$ cat src/rtl/core/fir_filter_direct_form_macros.svh
// Assertion macros for the direct-form FIR filter.
// Used by the RTL files that carry checks; the modules must provide clk and rst_n.
`ifndef FIR_FILTER_DIRECT_FORM_MACROS_SVH
`define FIR_FILTER_DIRECT_FORM_MACROS_SVH

`ifndef SYNTH
// same-cycle implication
`define FIR_ASSERT_NOW(lbl, ante, cons, msg) \
  lbl: assert property (@(posedge clk) disable iff (!rst_n) (ante) |-> (cons)) \
    else $error(msg);
// next-cycle implication
`define FIR_ASSERT_NEXT(lbl, ante, cons, msg) \
  lbl: assert property (@(posedge clk) disable iff (!rst_n) (ante) |=> (cons)) \
    else $error(msg);
`else
`define FIR_ASSERT_NOW(lbl, ante, cons, msg)
`define FIR_ASSERT_NEXT(lbl, ante, cons, msg)
`endif

`endif

$ cat src/rtl/core/fir_pkg.sv
// Shared constants and types for the direct-form FIR filter.
// No dependencies; compiled before every other RTL file.
package fir_pkg;

  localparam int TAPS        = 64;
  localparam int SMP_W       = 16;
  localparam int COEF_W      = 16;
  localparam int COEF_IDX_W  = 6;
  localparam int PROD_W      = SMP_W + COEF_W;
  localparam int ACC_W       = 38;
  localparam int TAP_BITS    = (TAPS > 1) ? $clog2(TAPS) : 1;
  localparam int IDX_W       = (TAP_BITS > COEF_IDX_W) ? TAP_BITS : COEF_IDX_W;

  typedef enum logic {
    REQ_COEF   = 1'b0,
    REQ_SAMPLE = 1'b1
  } req_t;

  // One wavefront travelling down the tap chain, one cell per enabled cycle.
  typedef struct packed {
    logic                     valid;
    logic                     is_sample;
    logic                     first;
    logic [COEF_IDX_W-1:0]    idx;
    logic signed [COEF_W-1:0] coef;
    logic signed [SMP_W-1:0]  smp;   // sample shifted out of the previous cell
    logic signed [ACC_W-1:0]  acc;
    logic signed [PROD_W-1:0] prod;  // product of the previous cell, added here
  } wave_t;

endpackage

$ cat src/rtl/core/fir_out.sv
// Final accumulate and output register with one skid beat; also produces
// the chain advance enable. Depends on fir_pkg and the assertion macros.
`include "fir_filter_direct_form_macros.svh"

module fir_out (
  input  logic                         clk,
  input  logic                         rst_n,
  input  fir_pkg::wave_t               tail,
  output logic                         en,
  output logic                         out_valid,
  input  logic                         out_ready,
  output logic signed [fir_pkg::ACC_W-1:0] out_data
);
  import fir_pkg::*;

  logic                    out_valid_r, out_valid_nxt;
  logic                    skid_valid_r, skid_valid_nxt;
  logic signed [ACC_W-1:0] out_data_r, out_data_nxt;
  logic signed [ACC_W-1:0] skid_data_r, skid_data_nxt;
  logic                    res_valid;
  logic signed [ACC_W-1:0] res;
  logic                    out_free;

  assign en        = !skid_valid_r;
  assign res_valid = tail.valid && tail.is_sample;
  assign res       = tail.acc + ACC_W'(tail.prod);
  assign out_free  = !out_valid_r || out_ready;

  always_comb begin
    out_valid_nxt  = out_valid_r;
    skid_valid_nxt = skid_valid_r;
    out_data_nxt   = out_data_r;
    skid_data_nxt  = skid_data_r;
    if (out_valid_r && out_ready) begin
      out_valid_nxt = 1'b0;
    end
    if (out_free) begin
      if (skid_valid_r) begin
        out_valid_nxt  = 1'b1;
        out_data_nxt   = skid_data_r;
        skid_valid_nxt = 1'b0;
      end else if (en && res_valid) begin
        out_valid_nxt = 1'b1;
        out_data_nxt  = res;
      end
    end else if (en && res_valid) begin
      skid_valid_nxt = 1'b1;
      skid_data_nxt  = res;
    end
  end

  always_ff @(posedge clk) begin
    if (!rst_n) begin
      out_valid_r  <= 1'b0;
      skid_valid_r <= 1'b0;
    end else begin
      out_valid_r  <= out_valid_nxt;
      skid_valid_r <= skid_valid_nxt;
    end
  end

  always_ff @(posedge clk) begin
    out_data_r  <= out_data_nxt;
    skid_data_r <= skid_data_nxt;
  end

  assign out_valid = out_valid_r;
  assign out_data  = out_data_r;

  `FIR_ASSERT_NOW(a_skid_behind_out, skid_valid_r, out_valid_r, "skid full with empty output")
  `FIR_ASSERT_NEXT(a_stall_to_skid, en && res_valid && out_valid_r && !out_ready, skid_valid_r, "result lost on stall")
  `FIR_ASSERT_NEXT(a_skid_drain, out_valid_r && out_ready && skid_valid_r, out_valid_r && !skid_valid_r, "skid beat not drained")

endmodule

$ cat config.mk
export PLATFORM = sky130hd
export DESIGN_NAME = fir_out
export DESIGN_NICKNAME = d
export VERILOG_FILES = /design/src/rtl/core/fir_pkg.sv /design/src/rtl/core/fir_out.sv
export VERILOG_INCLUDE_DIRS = /design/src /design/src/rtl/core
export SDC_FILE = /design/constraint.sdc
export NUM_CORES = 1
export LEC_CHECK = 0
export BUFFER_PORTS_ARGS = -buffer_cell sky130_fd_sc_hd__buf_2
export CORE_MARGIN = 1.5
export CORE_UTILIZATION = 54
export CTS_BUF_LIST = sky130_fd_sc_hd__clkbuf_2 sky130_fd_sc_hd__clkbuf_4 sky130_fd_sc_hd__clkbuf_8
export DETAILED_ROUTE_END_ITERATION = 16
export PLACE_DENSITY_LB_ADDON = 0.05
export SYNTH_ARGS = -nofsm -noshare
export SYNTH_HDL_FRONTEND = slang
export SYNTH_SLANG_ARGS = --single-unit
export TNS_END_PERCENT = 100
$ cat constraint.sdc
create_clock -name clk -period 5.05 [get_ports clk]
set_input_delay 1.2625 -clock clk [delete_from_list [all_inputs] [get_ports clk]]
set_output_delay 1.2625 -clock clk [all_outputs]
set_load 0.03 [all_outputs]
==> impl_metrics.ini, run 1 <==
[layout]
final_util = 0.646
mostFrequentLayoutCell = buf_2
final_nets = 746
multiInputGateArea_sq_um = 2620
final_cell_mix = buf_2, nand2_1, edfxtp_1, a21oi_1, ha_1
drive_above_1_share = 0.269
diodes = 0
syn_to_final_growth_pct = 16.6
fillCellCount = 761
ff_latch_area_sq_um = 2320

[placed_design]
dp_hpwl_microns = 8300
dpl_worst_slack_ns = 0.903
place.gp.congestion = 0.930
port_buffers = 114

[floorplanning]
num_rows = 35
fp.dieW_microns = 99.9
dieHeight_microns = 99.9
initial_core_util = 0.554
num_io_pins = 154
core_area_sq_um = 9150
dieArea_sq_um = 9980

[pwr]
total_leakage_power_nw = 2.54
peakVddDrop_mv = 0.156
p_total_mw = 1.73
powerDensity_nw_per_um2 = 293

[global_routing]
grt_overflow = 0
global_route.usage.met3 = 0.0383
grt_pass1_vias = 3611
grt_use_total = 0.225
antenna_found_initial = 0
use_met1 = 0.316
use_met2 = 0.365
busiest_layer = met2
grt_max_degree = 39
grt_pass1_wl_microns = 17700

[route]
wire_per_inst_microns = 15.5
vias = 4032
drt_iter0_markers = 234
drc = 0
routed_wl_microns = 11000
ant_nets = 0
via_per_inst = 5.69
dr.pass1.iters = 5

[clock_network]
cts_inserted_buffers = 9
numClockSinks = 78
cts.hold.buffers_added = 0
post_cts_buffers = 0
path_clk_slew_ns = 0.08
cts_buffer_depth = 2
htree_levels = 3
cts-root-buf = clkbuf_8
cts_resized = 0
tritoncts = yes
clk_latency_ns = 0.34

[sta]
timing.slew.headroom = 0.456
fin_crit_ns = 3.80
worst_slew_pin_slew_ns = 0.816
drv_slew = 0
rsz0062_at_grt = false
fmax_mhz = 263
hold_violations = 0
fin_crit_sh = 0.753
setup_viol = 0
setup_tns_ns = 0
skew_ns = 0.00704
hold_ws_ns = 0.515
fin_ws_ns = 1.25

[critical_path]
worstSetupPathType = in2reg
start_kind = input port
crit_fanout = 6
r2r_slack_ns = 2.65
end_kind = flip-flop
arrival_ns = 3.90
cp.required_ns = 5.15

[synth]
synth_nets = 642
synth_edf_count = 76
yosysSeqAreaShare = 0.458
netlist_area_sq_um = 5070
synth_largest_area_cell = edfxtp_1
ys_warn_count = 0
synth_cells = 490
async_flop_share = 0
synth_top_cell_area_share = 0.450
ys_ff_latch = 78
synthFlopType = edfxtp_1
yosysUniqueCellTypes = 54
avgSynthCellArea_sq_um = 10.3
ys_top_cells_by_area = edfxtp_1, ha_1, nand2_1

[outcome]
status = finished clean

[run]
maxCapViolations = 0

[worst_hold_path]
hp-class = reg2reg
## sequential cells by signal, indices dropped and copies added, names as in the netlist
register and flops:
out_data 38, out_valid 1, skid_data_r 38, skid_valid_r 1
## worst max-delay path, stage by stage
cell and delay [ns]:
buf_2 0.08, ha_1 0.18, inv_1 0.07, fa_1 0.44, nor2b_4 0.14, o2111a_1 0.22, o21a_4 0.19, a211oi_2 0.09
o31a_1 0.39, o31ai_1 0.35, xor2_1 0.19, mux2_2 0.30
## kinds of logic (layout without fill, tap and decap cells)
kind of cell	after synthesis	in the layout	share of synthesized area
AOI/OAI and AO/OA	141	141	0.190
xor gates and xnor gates	36	36	0.0622
adders and majority gates	38	38	0.0952
buffers and inverters	38	146	0.0289
DFF	78	78	0.458
muxes	15	15	0.0340
and+or+nand+nor	144	144	0.132
## where the power goes
group	total [mW]	switching (mW)	leakage, nW	internal (mW)
Clock	0.435	0.208	0.0930	0.228
Sequential	0.783	0.00640	0.714	0.777
Combinational	0.516	0.310	1.73	0.206
Total	1.73	0.524	2.54	1.21
## metrics by stage
step           cell area, sq um  std cells
2_1_floorplan              5070        490
3_3_place_gp               5730        694
3_5_place_dp               5730        694
4_1_cts                    5910        709
5_1_grt                    5910        709
6_report                   5910        709
## cell type report
type                    instances  area share
multi-input cells             374       0.443
clock inverters                 5     0.00868
flip-flops and latches         78       0.393
clock buffers                  10      0.0222
repair buffers                118       0.102
well taps                     111      0.0235
inverters                      13     0.00825
## worst paths after layout
check        cells after the start            to            start
max reg2reg                      5  out_data[15]     skid_valid_r
min                              2  out_data[16]  skid_data_r[16]
max                             12  out_data[28]          tail[0]
min reg2reg                      2  out_data[16]  skid_data_r[16]
## per-layer routing
metal	vias to the layer above	part of all wire
li1	2029	-
met1	1868	0.47
met2	126	0.46
met3	9	0.051
met4	0	0.011
met5	-	0
## synthesized netlist by cell type (3+ instances only)
cell,number
a21oi_1,40
a21o_1,23
o31ai_1,4
nor3_1,6
a221oi_1,3
edfxtp_1,76
xor2_1,13
clkbuf_1,21
inv_1,13
nand2_1,77
nor2_1,16
o21ai_1,3
mux2_2,14
nor3b_1,3
nand4_1,10
o21ai_0,21
xnor2_1,23
and2_1,5
a311oi_1,3
o21a_1,7
a211oi_1,4
and3_1,8
a21boi_0,3
ha_1,37
nand3_1,9
o21bai_1,7
Power figures use the tool's default switching activity.
==> run 2: changes to the inputs <==
==> constraint.sdc (replaced) <==
create_clock -name clk -period 3.6 [get_ports clk]
set_input_delay 0.9 -clock clk [delete_from_list [all_inputs] [get_ports clk]]
set_output_delay 0.9 -clock clk [all_outputs]
set_load 0.03 [all_outputs]
==> impl_metrics.ini, run 2 (synthesis results as in run 1) <==
[sta]
hold_ws_ns = 0.516
fin_crit_ns = 3.27
timing.slew.headroom = 0.579
setup_tns_ns = 0
hold_violations = 0
skew_ns = 0.00888
fmax_mhz = 306
rsz0062_at_grt = false
drv_slew = 0
setup_viol = 0
fin_crit_sh = 0.907
worst_slew_pin_slew_ns = 0.631

[floorplanning]
num_rows = 35
fp.dieW_microns = 99.9
num_io_pins = 154
core_area_sq_um = 9150
dieArea_sq_um = 9980
dieHeight_microns = 99.9
initial_core_util = 0.554

[critical_path]
worstSetupPathType = in2reg
end_kind = flip-flop
arrival_ns = 3.36
crit_fanout = 3
ff2ff_path_depth = 4
start_kind = input port
cp.required_ns = 3.70

[global_routing]
grt_max_degree = 39
grt_pass1_wl_microns = 17800
grt_use_total = 0.228
grt_pass1_vias = 3724
grt_overflow = 0
antenna_found_initial = 0

[layout]
mostFrequentLayoutCell = buf_2
syn_to_final_growth_pct = 19.2
instances_no_fill = 726
final_cell_mix = buf_2, nand2_1, edfxtp_1, a21oi_1, ha_1
final_nets = 764
drive_above_1_share = 0.289
diodes = 0

[route]
routed_wl_microns = 11300
dr.pass1.iters = 5
vias = 4156
drt_iter0_markers = 189
via_per_inst = 5.72
ant_nets = 0
drc = 0
wire_per_inst_microns = 15.6

[pwr]
p_total_mw = 2.46
total_leakage_power_nw = 2.63
powerDensity_nw_per_um2 = 406
peakVddDrop_mv = 0.223

[placed_design]
place.gp.congestion = 0.879
dp_cells = 712
dp_hpwl_microns = 8590
port_buffers = 114

[outcome]
status = finished clean

[clock_network]
cts_inserted_buffers = 9
clk_latency_ns = 0.34
post_cts_buffers = 0
numClockSinks = 78
tritoncts = yes
path_clk_slew_ns = 0.07
cts.hold.buffers_added = 0
htree_levels = 3
cts-root-buf = clkbuf_8
cts_resized = 0
cts_buffer_depth = 2

[run]
maxCapViolations = 0

[worst_hold_path]
hp-class = reg2reg
hold_depth = 2
## run 2: worst max-delay path: stages
cell and delay, ns:
buf_2 0.08, ha_1 0.17, inv_1 0.06, fa_1 0.42, nor2b_4 0.13, o2111a_1 0.21
o21a_4 0.17, a211oi_2 0.08, o31a_1 0.38, o31ai_1 0.29, xor2_1 0.18, mux2_2 0.29
## run 2: area by class of cell
cell class | count | area [sq um]
Multi-Input combinational cell | 374 | 2630
Inverter | 13 | 48.8
Sequential cell | 78 | 2320
Fill cell | 746 | 3110
Clock inverter | 5 | 52.6
Tap cell | 111 | 139
Timing Repair Buffer | 136 | 736
Clock buffer | 9 | 124
## run 2: path summary, 6_finish.rpt
kind                    from            to  slack (ns)
max                  tail[0]  out_data[28]        0.33
min          skid_data_r[21]  out_data[21]        0.52
max reg2reg     skid_valid_r  out_data[37]        1.64
min reg2reg  skid_data_r[21]  out_data[21]        0.52
## run 2: power breakdown
group | total (mW) | internal (mW) | switching, mW | leakage [nW]
combinational | 0.745 | 0.310 | 0.435 | 1.82
clock | 0.611 | 0.309 | 0.302 | 0.0923
sequential | 1.10 | 1.09 | 0.0114 | 0.714
## run 2: layer usage
metal	global-route usage	part of all wire	up-vias
met5	0	0	-
met4	0.0693	0.015	0
met3	0.0376	0.057	10
met2	0.364	0.46	149
met1	0.321	0.47	1928
li1	-	-	2069
## run 2: per-stage QoR
step           utilization  cell area, sq um  setup slack [ns]
6_report             0.661              6050             0.334
5_1_grt              0.661              6050             0.250
4_1_cts              0.661              6050             0.365
3_5_place_dp         0.641              5870            0.0102
3_3_place_gp         0.641              5870            0.0310
2_1_floorplan            -              5080             0.223
