<file path="src/rtl/core/fir_filter_direct_form_macros.svh">
// Assertion macros for the direct-form FIR filter.
// Used by the RTL files that carry checks; the modules must provide clk and rst_n.
`ifndef FIR_FILTER_DIRECT_FORM_MACROS_SVH
`define FIR_FILTER_DIRECT_FORM_MACROS_SVH

`ifndef SYNTH
// same-cycle implication
`define FIR_ASSERT_NOW(lbl, ante, cons, msg) \
  lbl: assert property (@(posedge clk) disable iff (!rst_n) (ante) |-> (cons)) \
    else $error(msg);
// next-cycle implication
`define FIR_ASSERT_NEXT(lbl, ante, cons, msg) \
  lbl: assert property (@(posedge clk) disable iff (!rst_n) (ante) |=> (cons)) \
    else $error(msg);
`else
`define FIR_ASSERT_NOW(lbl, ante, cons, msg)
`define FIR_ASSERT_NEXT(lbl, ante, cons, msg)
`endif

`endif

</file>
<file path="src/rtl/core/fir_pkg.sv">
// Shared constants and types for the direct-form FIR filter.
// No dependencies; compiled before every other RTL file.
package fir_pkg;

  localparam int TAPS        = 64;
  localparam int SMP_W       = 16;
  localparam int COEF_W      = 16;
  localparam int COEF_IDX_W  = 6;
  localparam int PROD_W      = SMP_W + COEF_W;
  localparam int ACC_W       = 38;
  localparam int TAP_BITS    = (TAPS > 1) ? $clog2(TAPS) : 1;
  localparam int IDX_W       = (TAP_BITS > COEF_IDX_W) ? TAP_BITS : COEF_IDX_W;

  typedef enum logic {
    REQ_COEF   = 1'b0,
    REQ_SAMPLE = 1'b1
  } req_t;

  // One wavefront travelling down the tap chain, one cell per enabled cycle.
  typedef struct packed {
    logic                     valid;
    logic                     is_sample;
    logic                     first;
    logic [COEF_IDX_W-1:0]    idx;
    logic signed [COEF_W-1:0] coef;
    logic signed [SMP_W-1:0]  smp;   // sample shifted out of the previous cell
    logic signed [ACC_W-1:0]  acc;
    logic signed [PROD_W-1:0] prod;  // product of the previous cell, added here
  } wave_t;

endpackage

</file>
<file path="src/rtl/core/fir_cell.sv">
// One tap of the systolic FIR chain: coefficient, delay-line sample and a
// multiply/accumulate step. Depends on fir_pkg.
module fir_cell (
  input  logic                    clk,
  input  logic                    rst_n,
  input  logic                    en,
  input  logic [fir_pkg::IDX_W-1:0] tap_idx,
  input  fir_pkg::wave_t          w_in,
  output fir_pkg::wave_t          w_out
);
  import fir_pkg::*;

  logic signed [COEF_W-1:0] coef_r;
  logic signed [SMP_W-1:0]  dl_r;
  wave_t                    w_r;
  wave_t                    w_nxt;
  logic                     act;
  logic                     hit;

  assign act = en && w_in.valid;
  assign hit = (IDX_W'(w_in.idx) == tap_idx);

  always_comb begin
    w_nxt      = w_in;
    // first-sample flag empties the rest of the line behind this beat
    w_nxt.smp  = w_in.first ? '0 : dl_r;
    w_nxt.acc  = w_in.acc + ACC_W'(w_in.prod);
    w_nxt.prod = PROD_W'(coef_r * w_in.smp);
  end

  always_ff @(posedge clk) begin
    if (act && !w_in.is_sample && hit) begin
      coef_r <= w_in.coef;
    end
  end

  always_ff @(posedge clk) begin
    if (!rst_n) begin
      dl_r <= '0;
    end else if (act && w_in.is_sample) begin
      dl_r <= w_in.smp;
    end
  end

  always_ff @(posedge clk) begin
    if (!rst_n) begin
      w_r.valid <= 1'b0;
    end else if (en) begin
      w_r <= w_nxt;
    end
  end

  assign w_out = w_r;

endmodule

</file>
<file path="config.mk">
export PLATFORM = sky130hd
export DESIGN_NAME = fir_cell
export DESIGN_NICKNAME = d
export VERILOG_FILES = /design/src/rtl/core/fir_filter_direct_form_macros.svh /design/src/rtl/core/fir_pkg.sv /design/src/rtl/core/fir_cell.sv
export SDC_FILE = /design/constraint.sdc
export NUM_CORES = 1
export LEC_CHECK = 0
export BUFFER_PORTS_ARGS = -buffer_cell sky130_fd_sc_hd__buf_2
export CORE_AREA = 5 5 209 211
export CTS_CLUSTER_DIAMETER = 50
export DETAILED_ROUTE_END_ITERATION = 10
export DIE_AREA = 0 0 214 216
export SETUP_SLACK_MARGIN = 0.05
export SYNTH_ARGS = -nofsm -noshare
export SYNTH_HDL_FRONTEND = slang
export SYNTH_SLANG_ARGS = --single-unit
export TNS_END_PERCENT = 50
</file>
<file path="constraint.sdc">
create_clock -name clk -period 6 [get_ports clk]
set_clock_uncertainty 0.2 [all_clocks]
set_input_delay 0.3 -clock clk [delete_from_list [all_inputs] [get_ports clk]]
set_output_delay 0.3 -clock clk [all_outputs]
set_load 0.05 [all_outputs]
</file>
==> results of run 1 <==
==> critical path, delay by kind of cell, from the launching register on <==
family	cells	cell delay, ns
AO/OA/AOI/OAI	5	0.69
XOR/XNOR	1	0.14
adder cells (fa/ha/maj)	7	3.09
buffers and inverters	7	0.73
flip-flops	1	0.51
AND/OR/NAND/NOR	3	0.88
==> flip-flops by register name (all words and copies together), names as in the netlist <==
name,cells
coef_r,16
dl_r,16
w_out,111
==> layer usage <==
metal	global-route usage [%]	wire, um	vias to the layer above
li1	-	-	5775
met1	23.24	18270	6075
met2	31.92	21100	281
met3	5.493	2716	62
met4	5.733	981	0
met5	0	0	-
==> report_power, final <==
| part | leakage, nW | total [mW] | internal (mW) | switching, mW |
|---|---|---|---|---|
| Sequential | 1.32 | 1.55 | 1.52 | 0.0308 |
| Clock | 0.293 | 1.11 | 0.566 | 0.540 |
| Combinational | 8.05 | 7.72 | 3.61 | 4.11 |
| Total | 9.66 | 10.4 | 5.69 | 4.68 |
==> cells in the final DEF, fill, tap and decap left out, types with 5 or more instances in the layout <==
master / instances
and2_4: 10
or3_1: 10
ha_1: 110
o21bai_1: 7
nand3_1: 12
o21ai_0: 22
and2_1: 118
nor2_1: 45
and3_1: 6
buf_2: 230
o211ai_1: 9
inv_8: 6
nor3_1: 6
a21o_1: 23
a31oi_1: 6
buf_4: 138
nand2_1: 179
nand2b_1: 14
xnor2_1: 52
dlygate4sd3_1: 28
a21boi_0: 20
a211oi_1: 8
buf_6: 6
xor2_1: 20
fa_1: 253
o21a_1: 5
a21oi_1: 42
edfxtp_1: 126
clkbuf_16: 17
o21ai_1: 5
nor2b_1: 24
ha_4: 9
fa_2: 10
inv_1: 297
dfxtp_1: 17
==> what timing repair did <==
item | CTS | global route
resized for setup | 41 | 9
endpoints found under the setup margin | 12 | 15
hold endpoints to repair | 41 | 0
hold buffers | 28 | 0
buffers inserted | 20 | 6
pin swaps | 41 | 12
==> cells by family (layout without fill, tap and decap cells) <==
family                     Yosys count  count (layout)  share of synthesized area (%)
and+or+nand+nor                    443             443                          13.40
muxes                                2               2                         0.1297
adders and majority gates          382             382                          41.18
AOI/OAI and AO/OA                  191             191                          8.178
xor gates and xnor gates            72              72                          3.845
other                                0               4                              0
DFF                                143             143                          25.14
buffers and inverters              350             738                          8.132
==> per-stage QoR <==
stage,setup WS (ns),TNS (ns)
2_1_floorplan,-0.2426,-1.070
3_3_place_gp,-0.7536,-5.932
3_5_place_dp,-0.8027,-6.249
4_1_cts,-0.5978,-4.287
5_1_grt,-0.7422,-5.900
6_report,-0.4879,-3.399
==> cell type report <==
class | instances | share of cell area, %
Inverter | 301 | 5.547
Sequential cell | 143 | 20.25
Tap cell | 539 | 3.311
Timing Repair Buffer | 405 | 12.72
Clock inverter | 15 | 0.8969
Multi-Input combinational cell | 1090 | 55.14
Antenna cell | 4 | 0.04914
Clock buffer | 17 | 2.089
==> final timing paths <==
path                               from                    end
setup / recovery   coef_r[11]$_DFFE_PP_    w_out[31]$_DFFE_PP_
hold / removal                 w_in[78]   dl_r[8]$_SDFFE_PN0P_
setup reg to reg   coef_r[11]$_DFFE_PP_    w_out[31]$_DFFE_PP_
hold reg to reg   dl_r[11]$_SDFFE_PN0P_  dl_r[11]$_SDFFE_PN0P_
==> impl_metrics.env, run 1 <==
export IMPL_outcome="finished, violations left"
export IMPL_violations="setup timing"
export IMPL_synth_flop_cell="edfxtp_1"
export IMPL_detailed_place_hpwl_um=35750
export IMPL_grt_ovfl_total=0
export IMPL_peakVddDrop_mv=0.5662
export IMPL_cts_sinks=143
export IMPL_cp_cell_sequence="buf_4 -> and2_1 -> fa_1 -> inv_1 -> fa_1 -> fa_1 -> inv_1 -> fa_1 -> fa_1 -> inv_1 -> fa_1 -> inv_1 -> ha_4 -> buf_4 -> a21o_1 -> a221oi_2 -> buf_4 -> a31oi_4 -> or4_4 -> o2111ai_4 -> or3_4 -> a31oi_4 -> xnor2_1"
export IMPL_hold_depth=3
export IMPL_fin_ws_ns=-0.4879
export IMPL_drt_iter0_drc=516
export IMPL_ys_warnings_count=0
export IMPL_cp_slowest_stage_delay_ns=0.52
export IMPL_syn_inst=1583
export IMPL_placed_cells=2425
export IMPL_fmax_ghz=0.1541
export IMPL_yosysMostFrequentCell="inv_1"
export IMPL_fillerInstances=3835
export IMPL_grt_usage_pct=18.75
export IMPL_dr_pass1_iters=5
export IMPL_synth_area_leaders="fa_1 (32%), edfxtp_1 (23%), ha_1 (9.1%), inv_1 (6.9%), and2_1 (4.9%)"
export IMPL_grt_pass1_vias=13210
export IMPL_stdcell_count=2514
export IMPL_grt_first_pass_wirelength_um=68900
export IMPL_synthesis_area_sq_mm=0.01640
export IMPL_syn_nets=2085
export IMPL_start_kind="flip-flop"
export IMPL_whs_ns=0.01987
export IMPL_synthArstFlopShare_pct=0
export IMPL_die_h_um=216
export IMPL_drc=0
export IMPL_drtAntennaViolNets=0
export IMPL_worstPathRequired_ns=6.00
export IMPL_cp_max_fo=7
export IMPL_start_util_pct=39.46
export IMPL_relSlewSlack_pct=32.82
export IMPL_root_buffer="clkbuf_16"
export IMPL_crit_top_cell="fa_1"
export IMPL_vias=12190
export IMPL_clk_insertion_delay_late_ns=0.46
export IMPL_drive_gt1_share_pct=23.90
export IMPL_post_route_min_period_ns=6.488
export IMPL_die_w_um=214
export IMPL_multiInputGateArea_sq_mm=0.01123
export IMPL_critical_path_class="reg -> reg"
export IMPL_regArea_sq_mm=0.004124
export IMPL_syn_to_final_growth_pct=24.18
export IMPL_r2r_cells=23
export IMPL_die_area_sq_mm=0.04622
export IMPL_via_per_inst=4.850
export IMPL_synth_distinct_cells=66
export IMPL_setup_viol=11
export IMPL_p_leak_nw=9.657
export IMPL_fin_area_sq_mm=0.02037
export IMPL_slew_viol_final=0
export IMPL_port_buffers=230
export IMPL_fin_nets=2460
export IMPL_cpMaxStageDelayCell="or4_4"
export IMPL_hold_viol=0
export IMPL_critPathArrivalTime_ns=6.49
export IMPL_worstSetupEndpointType="flip-flop"
export IMPL_clk_pin_slew_ns=0.08
export IMPL_core_sq_mm=0.04157
export IMPL_synth_top_cells_by_count="inv_1 (301), fa_1 (263), nand2_1 (179)"
export IMPL_final_core_util_pct=49.00
export IMPL_h_tree_depth=4
export IMPL_grt_max_degree=72
export IMPL_cts_tree="done"
export IMPL_wl_per_cell_um=17.13
export IMPL_hp_class="in -> reg"
export IMPL_power_density_mw_per_mm2=509.2
export IMPL_cap_violations=0
export IMPL_synth_edf_count=126
export IMPL_avgSynthCellArea_sq_um=10.36
export IMPL_dpl_cell_area_sq_mm=0.01905
export IMPL_rsz0062_at_grt="yes"
export IMPL_io_pins=231
export IMPL_yosysSeqAreaShare_pct=25.14
export IMPL_yosys_area_top_type="fa_1"
export IMPL_finalCritPeriodShare_pct=108.1
export IMPL_cts_buffers_inserted=17
export IMPL_ctsLongestPathBuffers=2
export IMPL_worstMarginPinSlew_ns=1.008
export IMPL_antenna_found_initial=3
export IMPL_rows=75
export IMPL_synth_top_area_share_pct=32.10
export IMPL_r2r_slack_ns=-0.49
export IMPL_place_gp_congestion=0.8967
export IMPL_wirelength_um=43070
export IMPL_power_mw=10.37
export IMPL_ys_ff_latch=143
Note: power is estimated with default switching activity, not from simulation.
==> inputs of run 2 (changes only) <==
- PLACE_DENSITY_LB_ADDON: unset -> 0.25
==> impl_metrics.env, run 2 (synthesis gave the netlist of run 1 again) <==
export IMPL_fin_ws_ns=-0.5892
export IMPL_die_w_um=214
export IMPL_cts_buffers_inserted=17
export IMPL_cpMaxStageDelayCell="fa_1"
export IMPL_post_route_min_period_ns=6.589
export IMPL_wirelength_um=43050
export IMPL_rows=75
export IMPL_dr_pass1_iters=6
export IMPL_port_buffers=230
export IMPL_r2r_start="coef_r[6]$_DFFE_PP_"
export IMPL_critical_path_class="reg -> reg"
export IMPL_crit_buf_inv=6
export IMPL_largest_reg_flops=111
export IMPL_root_buffer="clkbuf_16"
export IMPL_switching_share_pct=44.67
export IMPL_layout_commonest_cell="inv_1"
export IMPL_drc=0
export IMPL_hold_viol=0
export IMPL_whs_ns=0.06138
export IMPL_setup_viol=11
export IMPL_r2r_slack_ns=-0.59
export IMPL_grt_pass1_vias=12940
export IMPL_rsz0062_at_grt="yes"
export IMPL_cp_slowest_stage_delay_ns=0.55
export IMPL_cp_max_fo=4
export IMPL_fin_nets=2467
export IMPL_min_from="w_in[69]"
export IMPL_antenna_found_initial=7
export IMPL_via_per_inst=4.818
export IMPL_critPathArrivalTime_ns=6.58
export IMPL_place_gp_congestion=0.8923
export IMPL_grt_max_degree=59
export IMPL_cts_tree="done"
export IMPL_vias=12140
export IMPL_start_kind="flip-flop"
export IMPL_worstSetupEndpointType="flip-flop"
export IMPL_relSlewSlack_pct=44.32
export IMPL_die_area_sq_mm=0.04622
export IMPL_clk_insertion_delay_late_ns=0.45
export IMPL_clockPowerShare_pct=10.1
export IMPL_drtAntennaViolNets=0
export IMPL_syn_to_final_growth_pct=24.98
export IMPL_cp_cell_sequence="buf_4 -> and2_4 -> fa_1 -> inv_2 -> fa_1 -> fa_1 -> fa_1 -> inv_1 -> fa_1 -> fa_1 -> ha_4 -> a21o_1 -> or3_1 -> or4_4 -> a21boi_2 -> buf_6 -> o31a_4 -> o21ai_4 -> buf_6 -> buf_6 -> a41oi_2 -> o311ai_2"
export IMPL_cts_sinks=143
export IMPL_power_density_mw_per_mm2=525.8
export IMPL_final_cell_mix="inv_1 (290), fa_1 (252), buf_2 (230)"
export IMPL_peakVddDrop_mv=0.5278
export IMPL_detailed_place_hpwl_um=35760
export IMPL_core_sq_mm=0.04157
export IMPL_r2r_cells=22
export IMPL_p_comb_share_pct=75.5
export IMPL_h_tree_depth=4
export IMPL_grt_usage_pct=18.62
export IMPL_r2r_end="w_out[28]$_DFFE_PP_"
export IMPL_min_to="w_out[69]$_DFFE_PP_"
export IMPL_outcome="finished, violations left"
export IMPL_clk_pin_slew_ns=0.06
export IMPL_power_switching_mw=4.814
export IMPL_drt_iter0_drc=521
export IMPL_seqPwrFrac_pct=14.4
export IMPL_worstPathRequired_ns=5.99
export IMPL_grt_ovfl_total=0
export IMPL_p_leak_nw=9.696
export IMPL_fmax_ghz=0.1518
export IMPL_cap_violations=0
export IMPL_crit_top_cell="fa_1"
export IMPL_io_pins=231
export IMPL_start_util_pct=39.46
export IMPL_drive_gt1_share_pct=25.13
export IMPL_crit_family="adder cells"
export IMPL_die_h_um=216
export IMPL_violations="setup timing"
export IMPL_hold_depth=3
export IMPL_slew_viol_final=0
export IMPL_worstMarginPinSlew_ns=0.8352
export IMPL_final_core_util_pct=49.31
export IMPL_ctsLongestPathBuffers=2
export IMPL_p_int_mw=5.963
export IMPL_hp_class="in -> reg"
export IMPL_wl_per_cell_um=17.09
export IMPL_dp_worst_setup_slack_ns=-0.7546
export IMPL_finalCritPeriodShare_pct=109.8
export IMPL_grt_first_pass_wirelength_um=68460
==> run 2: cell count changes in the layout (fill, tap and decap cells not counted), moves of 4 or more <==
| cell | change |
|---|---|
| inv_1 | -7 |
| buf_6 | +8 |
| nand2_2 | +4 |
| inv_6 | +5 |
| inv_2 | +7 |
| nand2_1 | -5 |
==> run 2: repair_timing <==
| action | 4_1_cts | 5_1_grt |
|---|---|---|
| pin swaps | 8 | 30 |
| gates resized for setup | 22 | 58 |
| hold buffers | 28 | 0 |
| buffers inserted | 14 | 18 |
| endpoints found under the hold margin | 42 | 0 |
| endpoints found under the setup margin | 11 | 16 |
==> run 2: area by class of cell <==
type	instances	area [sq um]
antenna	2	5.005
clock buffer	18	429.2
clock inverter	14	151.4
fill	3804	21070
inverter	301	1130
multi-input combinational	1090	11280
sequential	143	4124
tap	539	674.4
timing repair buffer	412	2703
==> run 2: stage by stage <==
stage / instance area (sq um) / std cells / power (mW) / TNS (ns)
2_1_floorplan: 16570 / 1583 / 6.694 / -1.070
3_3_place_gp: 19100 / 2426 / 8.719 / -5.094
3_5_place_dp: 19100 / 2426 / 8.841 / -5.770
4_1_cts: 20200 / 2500 / 10.35 / -3.959
5_1_grt: 20490 / 2517 / 11.83 / -6.313
6_report: 20500 / 2519 / 10.78 / -4.148
==> run 2: layer usage <==
layer | routed length (um) | up-vias | track usage [%]
met4 | 705 | 6 | 4.509
met5 | 32 | - | 0
met1 | 18150 | 6032 | 23.83
met2 | 21400 | 266 | 31.59
met3 | 2759 | 43 | 5.227
li1 | - | 5790 | -
==> run 2: power groups by stage <==
| stage | logic (mW) | registers [mW] | clock network, mW |
|---|---|---|---|
| 6_report | 8.14 | 1.55 | 1.09 |
| 5_1_grt | 9.09 | 1.57 | 1.16 |
| 4_1_cts | 7.67 | 1.56 | 1.12 |
| 3_5_place_dp | 7.26 | 1.58 | 0 |
| 3_3_place_gp | 7.14 | 1.58 | 0 |
| 2_1_floorplan | 4.64 | 2.06 | 0 |
==> run 2: worst register-to-register path: stages (launching register included) <==
cell and delay [ns]:
edfxtp_1 0.44, buf_4 0.16, and2_4 0.15, fa_1 0.53, inv_2 0.05, fa_1 0.50, fa_1 0.45, fa_1 0.55
inv_1 0.05, fa_1 0.45, fa_1 0.54, ha_4 0.22, a21o_1 0.17, or3_1 0.34, or4_4 0.44, a21boi_2 0.17
buf_6 0.13, o31a_4 0.16, o21ai_4 0.08, buf_6 0.12, buf_6 0.10, a41oi_2 0.21, o311ai_2 0.13
==> run 2: worst max-delay path by stage <==
stage | from | endpoint | cells past startpoint
CTS | coef_r[5]$_DFFE_PP_ | w_out[30]$_DFFE_PP_ | 23
global placement | coef_r[12]$_DFFE_PP_ | w_out[31]$_DFFE_PP_ | 21
finish | coef_r[6]$_DFFE_PP_ | w_out[28]$_DFFE_PP_ | 22
global route | coef_r[5]$_DFFE_PP_ | w_out[30]$_DFFE_PP_ | 24
detailed placement | w_in[75] | w_out[28]$_DFFE_PP_ | 21
floorplan | coef_r[5]$_DFFE_PP_ | w_out[30]$_DFFE_PP_ | 21
